[src/sv/morse_pkg.sv]
// Shared types, constants and the Morse code table for the Morse keyer.
// Used by morse_ctrl, morse_dp and morse_keyer; depends on nothing.
`default_nettype none

package morse_pkg;

    localparam int CHAR_W  = 8;
    localparam int UNITS_W = 3;
    localparam int ELEM_W  = 3;
    localparam int PAT_W   = 5;

    localparam logic [UNITS_W-1:0] DOT_UNITS      = 3'd1;
    localparam logic [UNITS_W-1:0] DASH_UNITS     = 3'd3;
    localparam logic [UNITS_W-1:0] GAP_UNITS      = 3'd1;
    localparam logic [UNITS_W-1:0] CHAR_END_UNITS = 3'd3;
    localparam logic [UNITS_W-1:0] WORD_UNITS     = 3'd7;

    localparam logic [CHAR_W-1:0] CHAR_HT    = 8'd9;
    localparam logic [CHAR_W-1:0] CHAR_CR    = 8'd13;
    localparam logic [CHAR_W-1:0] CHAR_SPACE = 8'd32;

    typedef enum logic [2:0] {
        ST_IDLE,
        ST_LIT,
        ST_GAP,
        ST_END,
        ST_WORD
    } state_t;

    typedef enum logic [1:0] {
        SEG_LIT,
        SEG_GAP,
        SEG_END,
        SEG_WORD
    } seg_t;

    // controller -> datapath
    typedef struct packed {
        logic load;
        logic advance;
        seg_t seg;
    } ctrl_t;

    // datapath -> controller
    typedef struct packed {
        logic white;
        logic in_run;
        logic mapped;
        logic last_elem;
    } status_t;

    // element i of the character sits at pattern bit i, 1 = dash
    typedef struct packed {
        logic [ELEM_W-1:0] len;
        logic [PAT_W-1:0]  pat;
    } code_t;

    function automatic logic is_white(input logic [CHAR_W-1:0] c);
        return (c >= CHAR_HT && c <= CHAR_CR) || c == CHAR_SPACE;
    endfunction

    function automatic code_t morse_lookup(input logic [CHAR_W-1:0] c);
        code_t r;
        unique case (c)
            "A": r = '{3'd2, 5'b00010};
            "B": r = '{3'd4, 5'b00001};
            "C": r = '{3'd4, 5'b00101};
            "D": r = '{3'd3, 5'b00001};
            "E": r = '{3'd1, 5'b00000};
            "F": r = '{3'd4, 5'b00100};
            "G": r = '{3'd3, 5'b00011};
            "H": r = '{3'd4, 5'b00000};
            "I": r = '{3'd2, 5'b00000};
            "J": r = '{3'd4, 5'b01110};
            "K": r = '{3'd3, 5'b00101};
            "L": r = '{3'd4, 5'b00010};
            "M": r = '{3'd2, 5'b00011};
            "N": r = '{3'd2, 5'b00001};
            "O": r = '{3'd3, 5'b00111};
            "P": r = '{3'd4, 5'b00110};
            "Q": r = '{3'd4, 5'b01011};
            "R": r = '{3'd3, 5'b00010};
            "S": r = '{3'd3, 5'b00000};
            "T": r = '{3'd1, 5'b00001};
            "U": r = '{3'd3, 5'b00100};
            "V": r = '{3'd4, 5'b01000};
            "W": r = '{3'd3, 5'b00110};
            "X": r = '{3'd4, 5'b01001};
            "Y": r = '{3'd4, 5'b01101};
            "Z": r = '{3'd4, 5'b00011};
            "0": r = '{3'd5, 5'b11111};
            "1": r = '{3'd5, 5'b11110};
            "2": r = '{3'd5, 5'b11100};
            "3": r = '{3'd5, 5'b11000};
            "4": r = '{3'd5, 5'b10000};
            "5": r = '{3'd5, 5'b00000};
            "6": r = '{3'd5, 5'b00001};
            "7": r = '{3'd5, 5'b00011};
            "8": r = '{3'd5, 5'b00111};
            "9": r = '{3'd5, 5'b01111};
            default: r = '{3'd0, 5'b00000};
        endcase
        return r;
    endfunction

endpackage

`default_nettype wire

[src/sv/morse_keyer.sv]
// Morse keyer top level: one ASCII character in, timed LED segments out.
// Slave channel s_* takes characters; master channel m_* gives segments,
// one word per segment: LED lit or dark and a length in Morse time units.
// A-Z and 0-9 give their dots (1 unit lit) and dashes (3 units lit) with
// 1-unit dark gaps, then a 3-unit dark close. Other characters give the
// 3-unit close only. The first whitespace (HT..CR, space) of a run gives one
// 7-unit dark word; further whitespace in the run gives nothing.
// m_tlast marks the final segment of a character.
// The first segment is presented in the cycle after the character is taken.
// A character gives up to ten segments (a five-element character); a repeated
// whitespace is taken and gives none. The segment sequencer handles one
// character at a time, so s_tready is high only between characters.
// Each segment holds on m_tdata while m_tready is low; nothing is dropped.
// Reset (aresetn low at a clock edge) returns to idle and clears the
// whitespace-run flag.
`default_nettype none

module morse_keyer (
    input  wire logic       aclk,
    input  wire logic       aresetn,
    input  wire logic       s_tvalid,
    output logic            s_tready,
    input  wire logic [7:0] s_tdata,   // [7:0] character
    output logic            m_tvalid,
    input  wire logic       m_tready,
    output logic [7:0]      m_tdata,   // [0] led_lit, [3:1] units, [7:4] zero
    output logic            m_tlast    // last_segment
);

    morse_pkg::ctrl_t                  ctrl;
    morse_pkg::status_t                status;
    logic                              led_lit;
    logic [morse_pkg::UNITS_W-1:0]     units;

    morse_ctrl u_ctrl (
        .aclk     (aclk),
        .aresetn  (aresetn),
        .s_tvalid (s_tvalid),
        .s_tready (s_tready),
        .m_tvalid (m_tvalid),
        .m_tready (m_tready),
        .status   (status),
        .ctrl     (ctrl)
    );

    morse_dp u_dp (
        .aclk         (aclk),
        .aresetn      (aresetn),
        .character    (s_tdata),
        .ctrl         (ctrl),
        .status       (status),
        .led_lit      (led_lit),
        .units        (units),
        .last_segment (m_tlast)
    );

    assign m_tdata = {4'b0000, units, led_lit};

endmodule

`default_nettype wire

[src/sv/morse_ctrl.sv]
// Morse keyer controller: sequences the segments of one character.
// Depends on morse_pkg; drives morse_dp through morse_pkg::ctrl_t.
`default_nettype none

module morse_ctrl (
    input  wire logic              aclk,
    input  wire logic              aresetn,
    input  wire logic              s_tvalid,
    output logic                   s_tready,
    output logic                   m_tvalid,
    input  wire logic              m_tready,
    input  wire morse_pkg::status_t status,
    output morse_pkg::ctrl_t       ctrl
);

    morse_pkg::state_t state_reg, state_next;

    always_ff @(posedge aclk) begin
        if (!aresetn) begin
            state_reg <= morse_pkg::ST_IDLE;
        end else begin
            state_reg <= state_next;
        end
    end

    always_comb begin
        logic s_fire;
        logic m_fire;
        s_fire       = 1'b0;
        m_fire       = 1'b0;
        state_next   = state_reg;
        s_tready     = 1'b0;
        m_tvalid     = 1'b0;
        ctrl.load    = 1'b0;
        ctrl.advance = 1'b0;
        ctrl.seg     = morse_pkg::SEG_END;
        m_fire       = m_tready;
        unique case (state_reg)
            morse_pkg::ST_IDLE: begin
                s_tready  = 1'b1;
                s_fire    = s_tvalid;
                ctrl.load = s_fire;
                if (s_fire) begin
                    priority if (status.white && status.in_run) begin
                        state_next = morse_pkg::ST_IDLE;
                    end else if (status.white) begin
                        state_next = morse_pkg::ST_WORD;
                    end else if (status.mapped) begin
                        state_next = morse_pkg::ST_LIT;
                    end else begin
                        state_next = morse_pkg::ST_END;
                    end
                end
            end
            morse_pkg::ST_LIT: begin
                m_tvalid     = 1'b1;
                ctrl.seg     = morse_pkg::SEG_LIT;
                ctrl.advance = m_fire;
                if (m_fire) begin
                    state_next = status.last_elem ? morse_pkg::ST_END : morse_pkg::ST_GAP;
                end
            end
            morse_pkg::ST_GAP: begin
                m_tvalid = 1'b1;
                ctrl.seg = morse_pkg::SEG_GAP;
                if (m_fire) begin
                    state_next = morse_pkg::ST_LIT;
                end
            end
            morse_pkg::ST_END: begin
                m_tvalid = 1'b1;
                ctrl.seg = morse_pkg::SEG_END;
                if (m_fire) begin
                    state_next = morse_pkg::ST_IDLE;
                end
            end
            morse_pkg::ST_WORD: begin
                m_tvalid = 1'b1;
                ctrl.seg = morse_pkg::SEG_WORD;
                if (m_fire) begin
                    state_next = morse_pkg::ST_IDLE;
                end
            end
            default: begin
                state_next = morse_pkg::ST_IDLE;
            end
        endcase
    end

endmodule

`default_nettype wire

[src/sv/morse_dp.sv]
// Morse keyer datapath: code lookup, element pattern shifter, whitespace-run flag
// and segment formatting. Depends on morse_pkg; commanded by morse_ctrl.
`default_nettype none

module morse_dp (
    input  wire logic                              aclk,
    input  wire logic                              aresetn,
    input  wire logic [morse_pkg::CHAR_W-1:0]      character,
    input  wire morse_pkg::ctrl_t                  ctrl,
    output morse_pkg::status_t                     status,
    output logic                                   led_lit,
    output logic [morse_pkg::UNITS_W-1:0]          units,
    output logic                                   last_segment
);

    logic                           run_reg, run_next;
    logic [morse_pkg::PAT_W-1:0]    pat_reg, pat_next;
    logic [morse_pkg::ELEM_W-1:0]   rem_reg, rem_next;
    morse_pkg::code_t               code;
    logic                           white;

    assign white = morse_pkg::is_white(character);
    assign code  = morse_pkg::morse_lookup(character);

    always_ff @(posedge aclk) begin
        if (!aresetn) begin
            run_reg <= 1'b0;
        end else begin
            run_reg <= run_next;
        end
    end

    always_ff @(posedge aclk) begin
        pat_reg <= pat_next;
        rem_reg <= rem_next;
    end

    always_comb begin
        run_next = run_reg;
        pat_next = pat_reg;
        rem_next = rem_reg;
        if (ctrl.load) begin
            run_next = white;
            pat_next = code.pat;
            rem_next = code.len;
        end else if (ctrl.advance) begin
            pat_next = pat_reg >> 1;
            rem_next = rem_reg - 3'd1;
        end
    end

    assign status.white     = white;
    assign status.in_run    = run_reg;
    assign status.mapped    = (code.len != '0);
    assign status.last_elem = (rem_reg == 3'd1);

    always_comb begin
        unique case (ctrl.seg)
            morse_pkg::SEG_LIT: begin
                led_lit      = 1'b1;
                units        = pat_reg[0] ? morse_pkg::DASH_UNITS : morse_pkg::DOT_UNITS;
                last_segment = 1'b0;
            end
            morse_pkg::SEG_GAP: begin
                led_lit      = 1'b0;
                units        = morse_pkg::GAP_UNITS;
                last_segment = 1'b0;
            end
            morse_pkg::SEG_END: begin
                led_lit      = 1'b0;
                units        = morse_pkg::CHAR_END_UNITS;
                last_segment = 1'b1;
            end
            default: begin
                led_lit      = 1'b0;
                units        = morse_pkg::WORD_UNITS;
                last_segment = 1'b1;
            end
        endcase
    end

endmodule

`default_nettype wire

[config.mk]
export PLATFORM = sky130hd
export DESIGN_NAME = morse_keyer
export DESIGN_NICKNAME = d
export VERILOG_FILES = /design/src/sv/morse_pkg.sv /design/src/sv/morse_keyer.sv /design/src/sv/morse_ctrl.sv /design/src/sv/morse_dp.sv
export SDC_FILE = /design/constraint.sdc
export NUM_CORES = 1
export LEC_CHECK = 0
export ABC_CLOCK_PERIOD_IN_PS = 1950
export BUFFER_PORTS_ARGS = -buffer_cell sky130_fd_sc_hd__buf_4
export CAP_MARGIN = 0
export CELL_PAD_IN_SITES_DETAIL_PLACEMENT = 0
export CELL_PAD_IN_SITES_GLOBAL_PLACEMENT = 2
export CORE_MARGIN = 1
export CORE_UTILIZATION = 33
export DETAILED_ROUTE_END_ITERATION = 10
export GPL_TIMING_DRIVEN = 1
export MAX_ROUTING_LAYER = met4
export PLACE_DENSITY = 0.8
export RECOVER_POWER = 25
export SLEW_MARGIN = 20
export SYNTH_ARGS = -nofsm -noshare
export SYNTH_HDL_FRONTEND = slang
export SYNTH_SLANG_ARGS = --single-unit
[constraint.sdc]
create_clock -name aclk -period 1.95 [get_ports aclk]
set_clock_uncertainty 0.1 [all_clocks]
set_input_delay 0.0975 -clock aclk [delete_from_list [all_inputs] [get_ports aclk]]
set_output_delay 0.0975 -clock aclk [all_outputs]
set_load 0.01 [all_outputs]
==> metrics.txt <==
leading cell types by total area after synthesis=sky130_fd_sc_hd__edfxtp_1, sky130_fd_sc_hd__ha_1, sky130_fd_sc_hd__dfxtp_1, sky130_fd_sc_hd__buf_4, sky130_fd_sc_hd__nand2_1; total negative slack=0 ps; total number of vias=1,237; top cell type's share of synthesized area=17.2%; Fmax=0.603 GHz; worst ir drop on vdd=0.309 mV; count of non-filler cells in the finished layout=~230; via count of the first global-routing pass=1,179; share of flip-flops with an asynchronous set or reset=0%; instance count of the mapped netlist=175; number of gates resized after CTS=0; number of synthesized flops with an enable pin=8; PortBufs=17; kind of end point of the critical path=register; Clock Latency Late Sink=240 ps; maximum count of clock buffers along a single path=2; clock tree from TritonCTS=built; post-CTS repair timing setup buffer count=0; Final setup violation count=0; clock buffers created by TritonCTS=3; layout net count=204; final critical-path share of the clock period=85.1%; max_cap viols=0; timing startpoint of the critical path=u_ctrl.state_reg[0]$_SDFFE_PN0P_; total instance count after detailed placement=around 230; sequential element share of the synthesized area=between 20% and 30%; area taken by flip-flops and latches=320 um2; via density per instance=5.35; drt drc=0; Antenna Nets Post-Route=0; cell area after layout=0.00149 mm2; area added between synthesis and finish=6.46%; total die area=0.00449 mm2; fill count=430; placed cell area=0.00147 mm2; static leakage=~0.61 nW; Post-CTS Hold Fix Bufs=0; core utilization of the finished layout=36.9%; data required time at the worst endpoint=2030 ps; number of antenna violations at the first check in global routing=0; clock-pin slew on the worst setup and hold paths=50 ps; Clock H-tree levels=1; number of placement rows=23; FF+latch count, synth=12; simple-gate area share of the yosys netlist=25.1%; commonest cells in the synthesized netlist=sky130_fd_sc_hd__nand2_1, sky130_fd_sc_hd__nor2_1, sky130_fd_sc_hd__inv_1; largest net degree at the start of global routing=32; mean area per synthesized cell=7.97 um2; routed wire length per instance=14.2 um; number of design-rule violations left by the first detailed-router iteration=50; fin crit period=1660 ps; Die X=67.0 um; prevailing post-synth register cell=sky130_fd_sc_hd__edfxtp_1; Critical Path Source Type=register; TritonCTS sink count=12; total iterations of the first detailed-routing run=4; status=finished clean; worst hold start=aresetn; largest family of logic cells by synthesized area=simple AND/OR/NAND/NOR gates; die extent in y=67.0 um; worst endpoint data arrival time=around 1700 ps; power density relative to cell area=619 mW/mm2; synthesized-area fraction occupied by ao, oa, aoi and oai cells=between 20% and 30%; warning count from the yosys run=0; Root Buffer Master=sky130_fd_sc_hd__clkbuf_8; slack of the critical path=291 ps; total core area=between 0.004 and 0.005 mm2; antenna cell count=0; synthesized-area fraction occupied by xor and xnor cells=between 1.5 and 2%; count of unique library cells instantiated by Yosys=52; Top Ports=23; setup repair after global routing missed its margin=false; multi-input combinational cell area=about 900 um2; cell type contributing the most total cell area after synthesis=sky130_fd_sc_hd__edfxtp_1; kind of critical path=reg -> reg; placed wire-length estimate after detailed placement=2.51 mm; All-Layer GR Usage=16.2%; peak fanout along the critical path=10; leftover overflow at the end of global routing=0; final count of pins violating max slew=0; multiplexer share of the synthesized area=3.59%; final weighted congestion of routability-driven global placement=0.877; max FFs per register=5; type of the most critical hold path=in -> reg; number of hold violations in the final report=0; proportion of layout cells with a drive suffix above 1=12.7%; Adder-Cell Fraction of Synth Area=about 8.1%; Routed Wire Length=3.28 mm; most instantiated library cell after synthesis=sky130_fd_sc_hd__nand2_1; Initial Utilization=between 30% and 40%; global-route wire length before repair=5.31 mm; synthesized cell area=0.00140 mm2; pre-CTS setup slack=roughly 190 ps; startpoint of the worst-slack reg-to-reg timing path=u_ctrl.state_reg[0]$_SDFFE_PN0P_
==> layer usage <==
layer | wire (um) | vias up | global-route usage (%)
met4 | 40 | 0 | 3.19
met3 | 165 | 4 | 4.79
met1 | 1590 | 570 | 20.5
met2 | 1480 | 36 | 25.3
met5 | 0 | - | -
li1 | - | 627 | -
==> where the power goes <==
part           switching, mW  total, mW  internal, mW
combinational          0.207      0.343         0.136
clock                 0.0851      0.221         0.136
sequential            0.0221      0.355         0.332
total                  0.314      0.919         0.604
==> area by class of cell <==
| cell class | instances | area share [%] |
|---|---|---|
| Inverter | 11 | 2.78 |
| Sequential cell | 12 | 21.6 |
| Clock buffer | 3 | 2.78 |
| Multi-Input combinational cell | 136 | 60.3 |
| Timing Repair Buffer | 19 | 8.34 |
| Tap cell | 50 | 4.21 |
==> through the flow <==
| step | total power, mW | hold WS (ps) |
|---|---|---|
| after floorplan | 0.622 | 119 |
| after global placement | 0.718 | 238 |
| final | 0.919 | 2.57 |
| after global routing | 0.981 | 12.5 |
| after CTS | 0.945 | 4.47 |
| after detailed placement | 0.723 | 245 |
==> final timing paths <==
path,end,slack [ps],depth (start not counted)
hold reg to reg,u_dp.pat_reg[1]$_DFFE_PP_,430,1
setup reg to reg,u_ctrl.state_reg[2]$_SDFFE_PN0P_,290,5
setup / recovery,u_ctrl.state_reg[2]$_SDFFE_PN0P_,290,5
hold / removal,u_dp.run_reg$_SDFFE_PN0P_,3,2
==> worst max-delay path: stages (launching register included) <==
cell	delay (ps)
sky130_fd_sc_hd__dfxtp_1	340
sky130_fd_sc_hd__nor2_1	260
sky130_fd_sc_hd__nand3b_1	240
sky130_fd_sc_hd__buf_4	240
sky130_fd_sc_hd__o32ai_1	250
sky130_fd_sc_hd__and2_1	160
==> placed cells by master, fill, tap and decap left out, types with 4 or more instances in the layout <==
master	synthesis	layout
sky130_fd_sc_hd__mux2i_1	5	5
sky130_fd_sc_hd__o211ai_1	5	5
sky130_fd_sc_hd__buf_4	9	14
sky130_fd_sc_hd__nand2b_1	9	9
sky130_fd_sc_hd__nor2_1	12	12
sky130_fd_sc_hd__nand3_1	8	8
sky130_fd_sc_hd__ha_1	9	9
sky130_fd_sc_hd__clkbuf_1	1	5
sky130_fd_sc_hd__dfxtp_1	4	4
sky130_fd_sc_hd__nor2b_1	4	4
sky130_fd_sc_hd__o21ai_0	9	10
sky130_fd_sc_hd__edfxtp_1	8	8
sky130_fd_sc_hd__a21oi_1	4	4
sky130_fd_sc_hd__nand2_1	16	16
sky130_fd_sc_hd__nand3b_1	4	4
sky130_fd_sc_hd__inv_1	10	10
sky130_fd_sc_hd__conb_1	2	5
==> cell families (layout without fill, tap and decap cells) <==
kind of cell    after synthesis  in the layout
simple gates                 67             67
compound gates               47             47
fa+ha+maj                     9              9
xor+xnor                      3              3
other cells                   2              5
mux                           5              5
flops                        12             12
buf+inv                      30             33
(Power assumes the default switching activity.)
